`src/hw/rtl/orq_pkg.sv`:
```
// Package for the overwriting ring queue: item types, status group and mode codes.
// Used by every RTL module but orq_mem, by the checker and by the testbench; depends on nothing.
package orq_pkg;

  localparam int MODE_W  = 3;
  localparam int VALUE_W = 32;
  localparam int POS_W   = 8;
  localparam int CAP_W   = 9;
  localparam int OCC_W   = 9;

  localparam logic [MODE_W-1:0] MODE_PUSH      = 3'd0;
  localparam logic [MODE_W-1:0] MODE_POP       = 3'd1;
  localparam logic [MODE_W-1:0] MODE_PEEK_OLD  = 3'd2;
  localparam logic [MODE_W-1:0] MODE_PEEK_NEW  = 3'd3;
  localparam logic [MODE_W-1:0] MODE_READ_AT   = 3'd4;
  localparam logic [MODE_W-1:0] MODE_CLEAR     = 3'd5;

  typedef struct packed {
    logic [MODE_W-1:0]  mode;
    logic [VALUE_W-1:0] value;
    logic [POS_W-1:0]   position;
  } req_item_t;

  typedef struct packed {
    logic [VALUE_W-1:0] data;
    logic               found;
    logic               overwrote;
    logic [OCC_W-1:0]   occupancy;
    logic               is_empty;
    logic               is_full;
  } rsp_item_t;

  // Status of one operation, carried from the pointer stage to the output register.
  typedef struct packed {
    logic             found;
    logic             overwrote;
    logic [OCC_W-1:0] occupancy;
    logic             is_empty;
    logic             is_full;
  } orq_meta_t;

endpackage

```
`src/hw/rtl/orq_ctrl.sv`:
```
// Pointer and count stage of the overwriting ring queue: decodes each item,
// drives the entry store's ports and holds the item's status until the result register takes it. Uses orq_pkg.
module orq_ctrl #(
  parameter int DEPTH      = 256,
  parameter int DATA_WIDTH = 32,
  parameter int PTR_W      = 8
) (
  input  logic                   clk,
  input  logic                   rst,
  input  logic                   cfg_we,
  input  logic [orq_pkg::CAP_W-1:0] cfg_data,
  input  logic                   req_valid,
  output logic                   req_stall,
  input  orq_pkg::req_item_t     req,
  input  logic                   adv,
  output logic                   s1_valid,
  output orq_pkg::orq_meta_t     s1_meta,
  output logic                   mem_we,
  output logic [PTR_W-1:0]       mem_waddr,
  output logic [DATA_WIDTH-1:0]  mem_wdata,
  output logic                   mem_re,
  output logic [PTR_W-1:0]       mem_raddr
);
  import orq_pkg::*;

  localparam int CNT_W = $clog2(DEPTH + 1);
  localparam int AW    = ((PTR_W > CAP_W) ? PTR_W : CAP_W) + 1;

  logic [PTR_W-1:0] head, head_next;
  logic [PTR_W-1:0] tail, tail_next;
  logic [CNT_W-1:0] count, count_next;
  logic [CNT_W-1:0] cap;
  logic [CNT_W-1:0] cap_cfg;
  logic             accept;
  logic             found_c;
  logic             over_c;
  logic [AW-1:0]    h_w, t_w, c_w, cap_w, p_w, cfg_w;
  logic [AW-1:0]    head_inc, tail_inc, pos_idx, newest, raddr_w;
  logic [AW-1:0]    sum_h1, sum_t1, sum_hp;
  logic [63:0]      value_wide;

  assign req_stall = s1_valid && !adv;
  assign accept    = req_valid && !req_stall;

  assign h_w   = AW'(head);
  assign t_w   = AW'(tail);
  assign c_w   = AW'(count);
  assign cap_w = AW'(cap);
  assign p_w   = AW'(req.position);
  assign cfg_w = AW'(cfg_data);

  // Each sum stays below twice the capacity wherever it is used, so one conditional subtract wraps.
  assign sum_h1   = h_w + AW'(1);
  assign sum_t1   = t_w + AW'(1);
  assign sum_hp   = h_w + p_w;
  assign head_inc = (sum_h1 >= cap_w) ? sum_h1 - cap_w : sum_h1;
  assign tail_inc = (sum_t1 >= cap_w) ? sum_t1 - cap_w : sum_t1;
  assign pos_idx  = (sum_hp >= cap_w) ? sum_hp - cap_w : sum_hp;
  assign newest   = (t_w == '0) ? cap_w - AW'(1) : t_w - AW'(1);

  // A written capacity of zero acts as one, and one above the depth acts as the depth.
  always_comb begin
    if (cfg_data == '0) begin
      cap_cfg = CNT_W'(1);
    end else if (cfg_w > AW'(DEPTH)) begin
      cap_cfg = CNT_W'(DEPTH);
    end else begin
      cap_cfg = CNT_W'(cfg_w);
    end
  end

  always_comb begin
    head_next  = head;
    tail_next  = tail;
    count_next = count;
    found_c    = 1'b0;
    over_c     = 1'b0;
    raddr_w    = h_w;
    case (req.mode)
      MODE_PUSH: begin
        tail_next = tail_inc[PTR_W-1:0];
        if (c_w >= cap_w) begin
          over_c    = 1'b1;
          head_next = head_inc[PTR_W-1:0];
        end else begin
          count_next = CNT_W'(c_w + AW'(1));
        end
      end
      MODE_POP: begin
        if (count != '0) begin
          found_c    = 1'b1;
          head_next  = head_inc[PTR_W-1:0];
          count_next = CNT_W'(c_w - AW'(1));
        end
      end
      MODE_PEEK_OLD: begin
        found_c = (count != '0);
      end
      MODE_PEEK_NEW: begin
        found_c = (count != '0);
        raddr_w = newest;
      end
      MODE_READ_AT: begin
        found_c = (p_w < c_w);
        raddr_w = pos_idx;
      end
      MODE_CLEAR: begin
        head_next  = tail;
        count_next = '0;
      end
      default: begin
      end
    endcase
  end

  assign value_wide = {32'b0, req.value};
  assign mem_we     = accept && (req.mode == MODE_PUSH);
  assign mem_waddr  = tail;
  assign mem_wdata  = DATA_WIDTH'(value_wide);
  assign mem_re     = accept && found_c;
  assign mem_raddr  = raddr_w[PTR_W-1:0];

  always_ff @(posedge clk) begin
    if (rst) begin
      head     <= '0;
      tail     <= '0;
      count    <= '0;
      cap      <= CNT_W'(DEPTH);
      s1_valid <= 1'b0;
    end else begin
      if (cfg_we) begin
        head  <= '0;
        tail  <= '0;
        count <= '0;
        cap   <= cap_cfg;
      end else if (accept) begin
        head  <= head_next;
        tail  <= tail_next;
        count <= count_next;
      end
      if (accept) begin
        s1_valid <= 1'b1;
      end else if (adv) begin
        s1_valid <= 1'b0;
      end
    end
  end

  always_ff @(posedge clk) begin
    if (accept) begin
      s1_meta.found     <= found_c;
      s1_meta.overwrote <= over_c;
      s1_meta.occupancy <= OCC_W'(count_next);
      s1_meta.is_empty  <= (count_next == '0);
      s1_meta.is_full   <= (count_next == cap);
    end
  end

endmodule

```
`config.mk`:
```
export PLATFORM = sky130hd
export DESIGN_NAME = orq_ctrl
export DESIGN_NICKNAME = d
export VERILOG_FILES = /design/src/hw/rtl/orq_pkg.sv /design/src/hw/rtl/orq_ctrl.sv
export SDC_FILE = /design/constraint.sdc
export NUM_CORES = 1
export LEC_CHECK = 0
export ABC_AREA = 0
export CAP_MARGIN = 15
export CELL_PAD_IN_SITES_DETAIL_PLACEMENT = 1
export CELL_PAD_IN_SITES_GLOBAL_PLACEMENT = 1
export CORE_ASPECT_RATIO = 1.4
export CORE_UTILIZATION = 30
export CTS_CLUSTER_DIAMETER = 50
export DETAILED_ROUTE_END_ITERATION = 10
export DONT_BUFFER_PORTS = 1
export GPL_ROUTABILITY_DRIVEN = 0
export GPL_TIMING_DRIVEN = 0
export PLACE_DENSITY_LB_ADDON = 0.1
export SLEW_MARGIN = 20
export SYNTH_ARGS = -nofsm -noshare
export SYNTH_HDL_FRONTEND = slang
export SYNTH_SLANG_ARGS = --single-unit
```
`constraint.sdc`:
```
create_clock -name clk -period 4.15 [get_ports clk]
set_input_delay 0.2075 -clock clk [delete_from_list [all_inputs] [get_ports clk]]
set_output_delay 0.2075 -clock clk [all_outputs]
set_load 0.005 [all_outputs]
```
# Word-level counts from Yosys, hierarchy flattened
# Cells that the tools add are included.
[classes] n_addsub=10 n_mul=0 div=0 magnitude_cmp=6 n_eq_ne=8 shifts=0 mux=18 bitwise=0 reduce_logical=17
[op_table] op="2-to-1 mux 8 bit" count=6
[op_table] op=">= comparator 9 bit" count=4
[op_table] op="2-to-1 mux 9 bit" count=4
[op_table] op="case mux 9 bit (3 select lines)" count=1
[op_table] op="case mux 8 bit (3 select lines)" count=1
[op_table] op="subtractor 8 bit" count=3
[op_table] op="adder 8 x 1 -> 9 bit (second input constant)" count=2
[op_table] op="logical NOT 9 bit" count=2
[op_table] op="case mux 8 bit (2 select lines)" count=1
[op_table] op="subtractor 8 x 1 -> 8 bit (second input constant)" count=2
[op_table] op="logical NOT 10 bit" count=1
[op_table] op="adder 8 x 8 -> 9 bit" count=1
[op_table] op="adder 9 x 1 -> 9 bit (second input constant)" count=1
[op_table] op="== test 9 bit" count=1
[op_table] op="greater-than comparator 9 bit (second input constant)" count=1
[op_table] op="< comparator 8 x 9 -> 1 bit" count=1
[op_table] op="nonzero test 9 bit" count=1
[op_table] op="subtractor 9 x 1 -> 9 bit (second input constant)" count=1
[op_table] op="== test 3 x 2 -> 1 bit (second input constant)" count=2
[op_table] op="== test 3 bit (second input constant)" count=2
[op_table] op="logical AND 1 bit" count=4
[op_table] op="2-to-1 mux 1 bit" count=4
[op_table] op="inequality test 2 bit (second input constant)" count=2
[op_table] op="AND reduction 4 bit" count=1
[op_table] op="other kinds (8)" count=10
[totals] ff_bits=48 latch_bits=0 ram_bits=0 romBits=0 in_bits=57 out_inout_bits=65 elab_cells=69 memories=0

# Depth between registers and ports, before layout
[logic_depth] ltp_word=5 mapped_depth=16 mapped_depth_nobuf=16

# Least setup slack after synthesis
# Ideal clock, no wire load.
[synth_path] kind="reg-to-output" startpoint="register head[0]" endpoint="output mem_raddr[1]" arrival_time_ps=3384 t_required_ps=3943 slack_ps=558 stages_incl_launch_ff=15 n_path_buf=0 path_cell_list="dfxtp_1 > ha_1 > inv_1 > fa_1 > nor2b_1 > o21ai_0 > a21boi_0 > nor2_1 > ha_1 > o21a_1 > o31a_1 > o31ai_1 > a21oi_1 > mux2_2 > a22oi_1"
[synth_via] elab_chain_len=4 elab_cells_between_ends=5 cone_classes="2 x add/sub; 1 x order compare; 2 x mux"
[synth_rtl] element="from (decl)" line_no="orq_ctrl.sv:29" source="logic [PTR_W-1:0] head, head_next;"
[synth_rtl] element="from (signal assigned)" line_no="orq_ctrl.sv:137" source="head <= head_next;"
[synth_rtl] element="adder 8 x 8 -> 9 bit (*)" line_no="orq_ctrl.sv:55" source="assign sum_hp = h_w + p_w;"
[synth_rtl] element="subtractor 8 bit or >= comparator 9 bit (tied branches)" line_no="orq_ctrl.sv:58" source="assign pos_idx = (sum_hp >= cap_w) ? sum_hp - cap_w : sum_hp;"
[synth_rtl] element="2-to-1 mux 8 bit (*)" line_no="orq_ctrl.sv:58"
[synth_rtl] element="case mux 8 bit (2 select lines) (*)" line_no="orq_ctrl.sv:79" source="case (req.mode)"
[synth_rtl] element="to (decl)" line_no="orq_ctrl.sv:22" source="output logic [PTR_W-1:0] mem_raddr"
# Every way passes the cells marked *; elsewhere a longest branch is shown, timed or not.

# Worst setup path after layout
[layout_path] startpoint="register head[0]" endpoint="output mem_raddr[7]"
# Same word-level chain as after synthesis.

==> key figures <==
Placement
  – Detailed placement HPWL: 17,200 um
  – Place WS: -0.256 ns
  – Port bufs: 0
  – Placed cells: 965

Route
  – Residual DRC: 0
  – Vias post-DR: 5,547
  – Drt pass-1 iters: 4
  – Final WL: 21,500 um
  – DR vias/cell: 5.63
  – Drt wl/cell: 21.9 um
  – DRT iter0 DRCs: 288
  – Detail Route Antenna Nets: 0

STA
  – Final min period: 3.96 ns
  – Hold WS: 0.0218 ns
  – Clock Skew: 0.0112 ns
  – Final period utilization: 0.953
  – PnR worst setup slack: 0.194 ns
  – Worst Tran Pin Value: 1.03 ns
  – Sum Neg Setup Slack: 0 ns
  – Fmax: 253 MHz
  – Setup Viol. Count Final: 0
  – Max-slew headroom: 0.315
  – Max Slew Vio Count: 0
  – RSZ-0062 raised after global routing: false
  – Final Hold Fails: 0

Die
  – Full die area: 19,300 sq um
  – Core Area: 18,100 sq um
  – Num rows: 58
  – I/O Pins: 122
  – Die H: 164 um
  – Starting density of the core: 0.309
  – Die X: 118 um

Yosys
  – Synth area leaders: ha_1 (13%), dfxtp_1 (12%), edfxtp_1 (7.0%), nor2_1 (4.5%), xnor2_1 (4.4%)
  – Cell count after synthesis: 725
  – Post-synth EDFFs: 13
  – Synth cell types: 68
  – Synth warn: 0
  – Ys async rst share: 0
  – Dominant cell type by area after synthesis: ha_1
  – Area fraction of the dominant cell type after synthesis: 0.127
  – Mapped Avg Cell Area: 7.74 sq um
  – Sequential share of the synthesized area: 0.195
  – Syn_nets: 843
  – Top_reg_cell synth: dfxtp_1
  – Yosys reg bits: 48
  – Post-synthesis cell area: 5610 sq um

Setup path
  – WS Path Type: register to output pin
  – Crit path max fanout: 8
  – Worst-case reg-to-reg path depth: 11
  – CP max stage cell: fa_1
  – Reg2Reg Setup Slack: 0.22 ns
  – Element type at the critical path end: output pin
  – CP Cell Sequence: ha_1, inv_1, fa_1, inv_1, ha_1, nor2b_1, o21a_1, o21a_1, o31a_1, o31ai_4, a21oi_4, buf_4, mux2i_1, o21ai_0
  – Worst endpoint required time: 3.94 ns
  – Worst r2r dst: s1_meta[1]$_DFFE_PP_
  – Startpoint types: register
  – Worst path bufs/invs: 3
  – Critical Path Stages: 14
  – Crit-path max cell delay: 0.56 ns
  – CP top delay family: compound AO/OA/AOI/OAI gates
  – FF-to-FF Start: cap[5]$_SDFFE_PP0P_
  – Worst endpoint data arrival time: 3.75 ns

Power
  – Cell Pwr Density: 250 nW/um^2
  – VDD IR max: 0.179 mV
  – Lkg Pwr: 2.44 nW

GRT
  – Vias in the first global route: 5,765
  – Gr usage total: 0.223
  – Total grt overflow: 0
  – Initial antenna violation count: 0
  – Largest net degree at the start of global routing: 19
  – First-pass GRT wire length: 32,700 um

Cells and area
  – Area delta synth->final: 11.7%
  – Share of cells above drive strength 1: 0.110
  – Final Non-Filler Cells: 985
  – Antenna Cells: 0
  – FILL cells: 2,258
  – Reg area: 1090 sq um
  – Nets: 862
  – Multi-input gate area: 4060 sq um

Worst hold path
  – Hold path depth: 1
  – Hold_sp: rst
  – Hold Path Class: primary input to register
  – Sink of the worst hold path: cap[8]$_SDFFE_PP1P_

Clock network
  – CTS root buffer: clkbuf_16
  – H-tree Lvls: 2
  – CTS tree: done
  – CTS Buf Count: 5
  – Max Root-Sink Buffers: 2
  – Clock transition at path regs: 0.07 ns
  – CTS Sinks: 48
  – Worst skew pair latency: 0.31 ns

Outcome
  – Status: finished, final reports clean

Job
  – Max Cap Viol: 0
-- synthesized netlist by cell type (9+ instances only) --
cell       n
a211oi_1  12
edfxtp_1  13
ha_1      57
nor2b_1   11
and3_1    11
mux2i_1   23
xnor2_1   28
nand2_1   52
nor4_1     9
clkbuf_1  29
a21o_1    16
buf_4     32
nand2b_1  10
nand4_1   10
o21ai_0   43
nand3_1   22
nor2_1    67
nor3_1    26
xor2_1    12
o21a_1    13
dfxtp_1   35
a21oi_1   44
inv_1     36
-- sequential cells by signal, indices dropped and copies added, names as in the netlist --
register / flops
cap: 9
count: 9
head: 8
mem_waddr: 8
s1_meta: 13
s1_valid: 1
-- worst register-to-register path, stage by stage, from the launching register on --
cell	delay, ns
dfxtp_1	0.33
inv_1	0.37
ha_1	0.32
and3_1	0.16
a221oi_1	0.34
o21ai_1	0.22
clkbuf_1	0.26
a21o_1	0.23
a311o_1	0.47
or4_1	0.53
or4_1	0.42
nor3_2	0.12
-- power breakdown --
part / switching (mW) / internal (mW)
Sequential: 0.0220 / 0.503
Clock: 0.207 / 0.348
Combinational: 0.292 / 0.195
Total: 0.521 / 1.05
-- cell families after synthesis --
group / after synthesis / synth area share
buf+inv: 102 / 0.0926
fa+ha+maj: 61 / 0.141
flops: 48 / 0.195
simple gates: 248 / 0.221
xor+xnor: 40 / 0.0625
mux: 28 / 0.0511
compound gates: 198 / 0.237
-- per-layer routing --
layer / global-route usage / routed length, um / vias to the layer above
met2: 0.424 / 11600 / 147
met4: 0.101 / 684 / 0
met3: 0.0351 / 874 / 37
li1: - / - / 2664
met1: 0.242 / 8370 / 2699
met5: 0 / 0 / -
-- how the worst max path moves through the flow --
stage / start / endpoint / slack [ns]
after global placement: cap[6]$_SDFFE_PP0P_ / s1_meta[1]$_DFFE_PP_ / -0.15
after floorplan: head[0]$_SDFFE_PP0P_ / mem_raddr[1] / 0.56
after CTS: head[0]$_SDFFE_PP0P_ / mem_raddr[6] / 0.05
final: head[0]$_SDFFE_PP0P_ / mem_raddr[7] / 0.19
after global routing: cap[5]$_SDFFE_PP0P_ / s1_meta[1]$_DFFE_PP_ / 0.003
after detailed placement: cap[6]$_SDFFE_PP0P_ / s1_meta[1]$_DFFE_PP_ / -0.26
-- cell usage in the layout (no fill, tap or decap), types with 13 or more instances in the layout --
cell type / netlist / routed
a21o_1: 16 / 16
inv_1: 36 / 34
nand3_1: 22 / 22
o21ai_0: 43 / 42
dfxtp_1: 35 / 33
mux2i_1: 23 / 23
nand2_1: 52 / 52
o21a_1: 13 / 13
nor3_1: 26 / 25
clkbuf_1: 29 / 29
edfxtp_1: 13 / 13
a21oi_1: 44 / 43
xnor2_1: 28 / 28
nor2_1: 67 / 67
buf_4: 32 / 43
ha_1: 57 / 57
-- repair_timing --
action                     4_1_cts  5_1_grt
hold endpoints to repair         3        0
buffers inserted                 1       10
pin swaps                        1        2
gates resized for setup          6       11
setup endpoints to repair        9       13
hold buffers                     1        0
-- per-stage QoR --
stage	cell area (sq um)	utilization	total power, mW
floorplan	5610	-	0.870
global placement	5910	0.326	0.991
detailed placement	5910	0.326	1.01
CTS	6140	0.339	1.57
global route	6270	0.345	1.64
finish	6270	0.345	1.57
-- layout make-up --
class,instances,share of cell area
Clock inverter,3,0.0110
Clock buffer,5,0.0200
Timing Repair Buffer,12,0.0148
Multi-Input combinational cell,575,0.648
Inverter,37,0.0234
Tap cell,240,0.0479
Buffer,65,0.0607
Sequential cell,48,0.175
(Power assumes the default switching activity.)
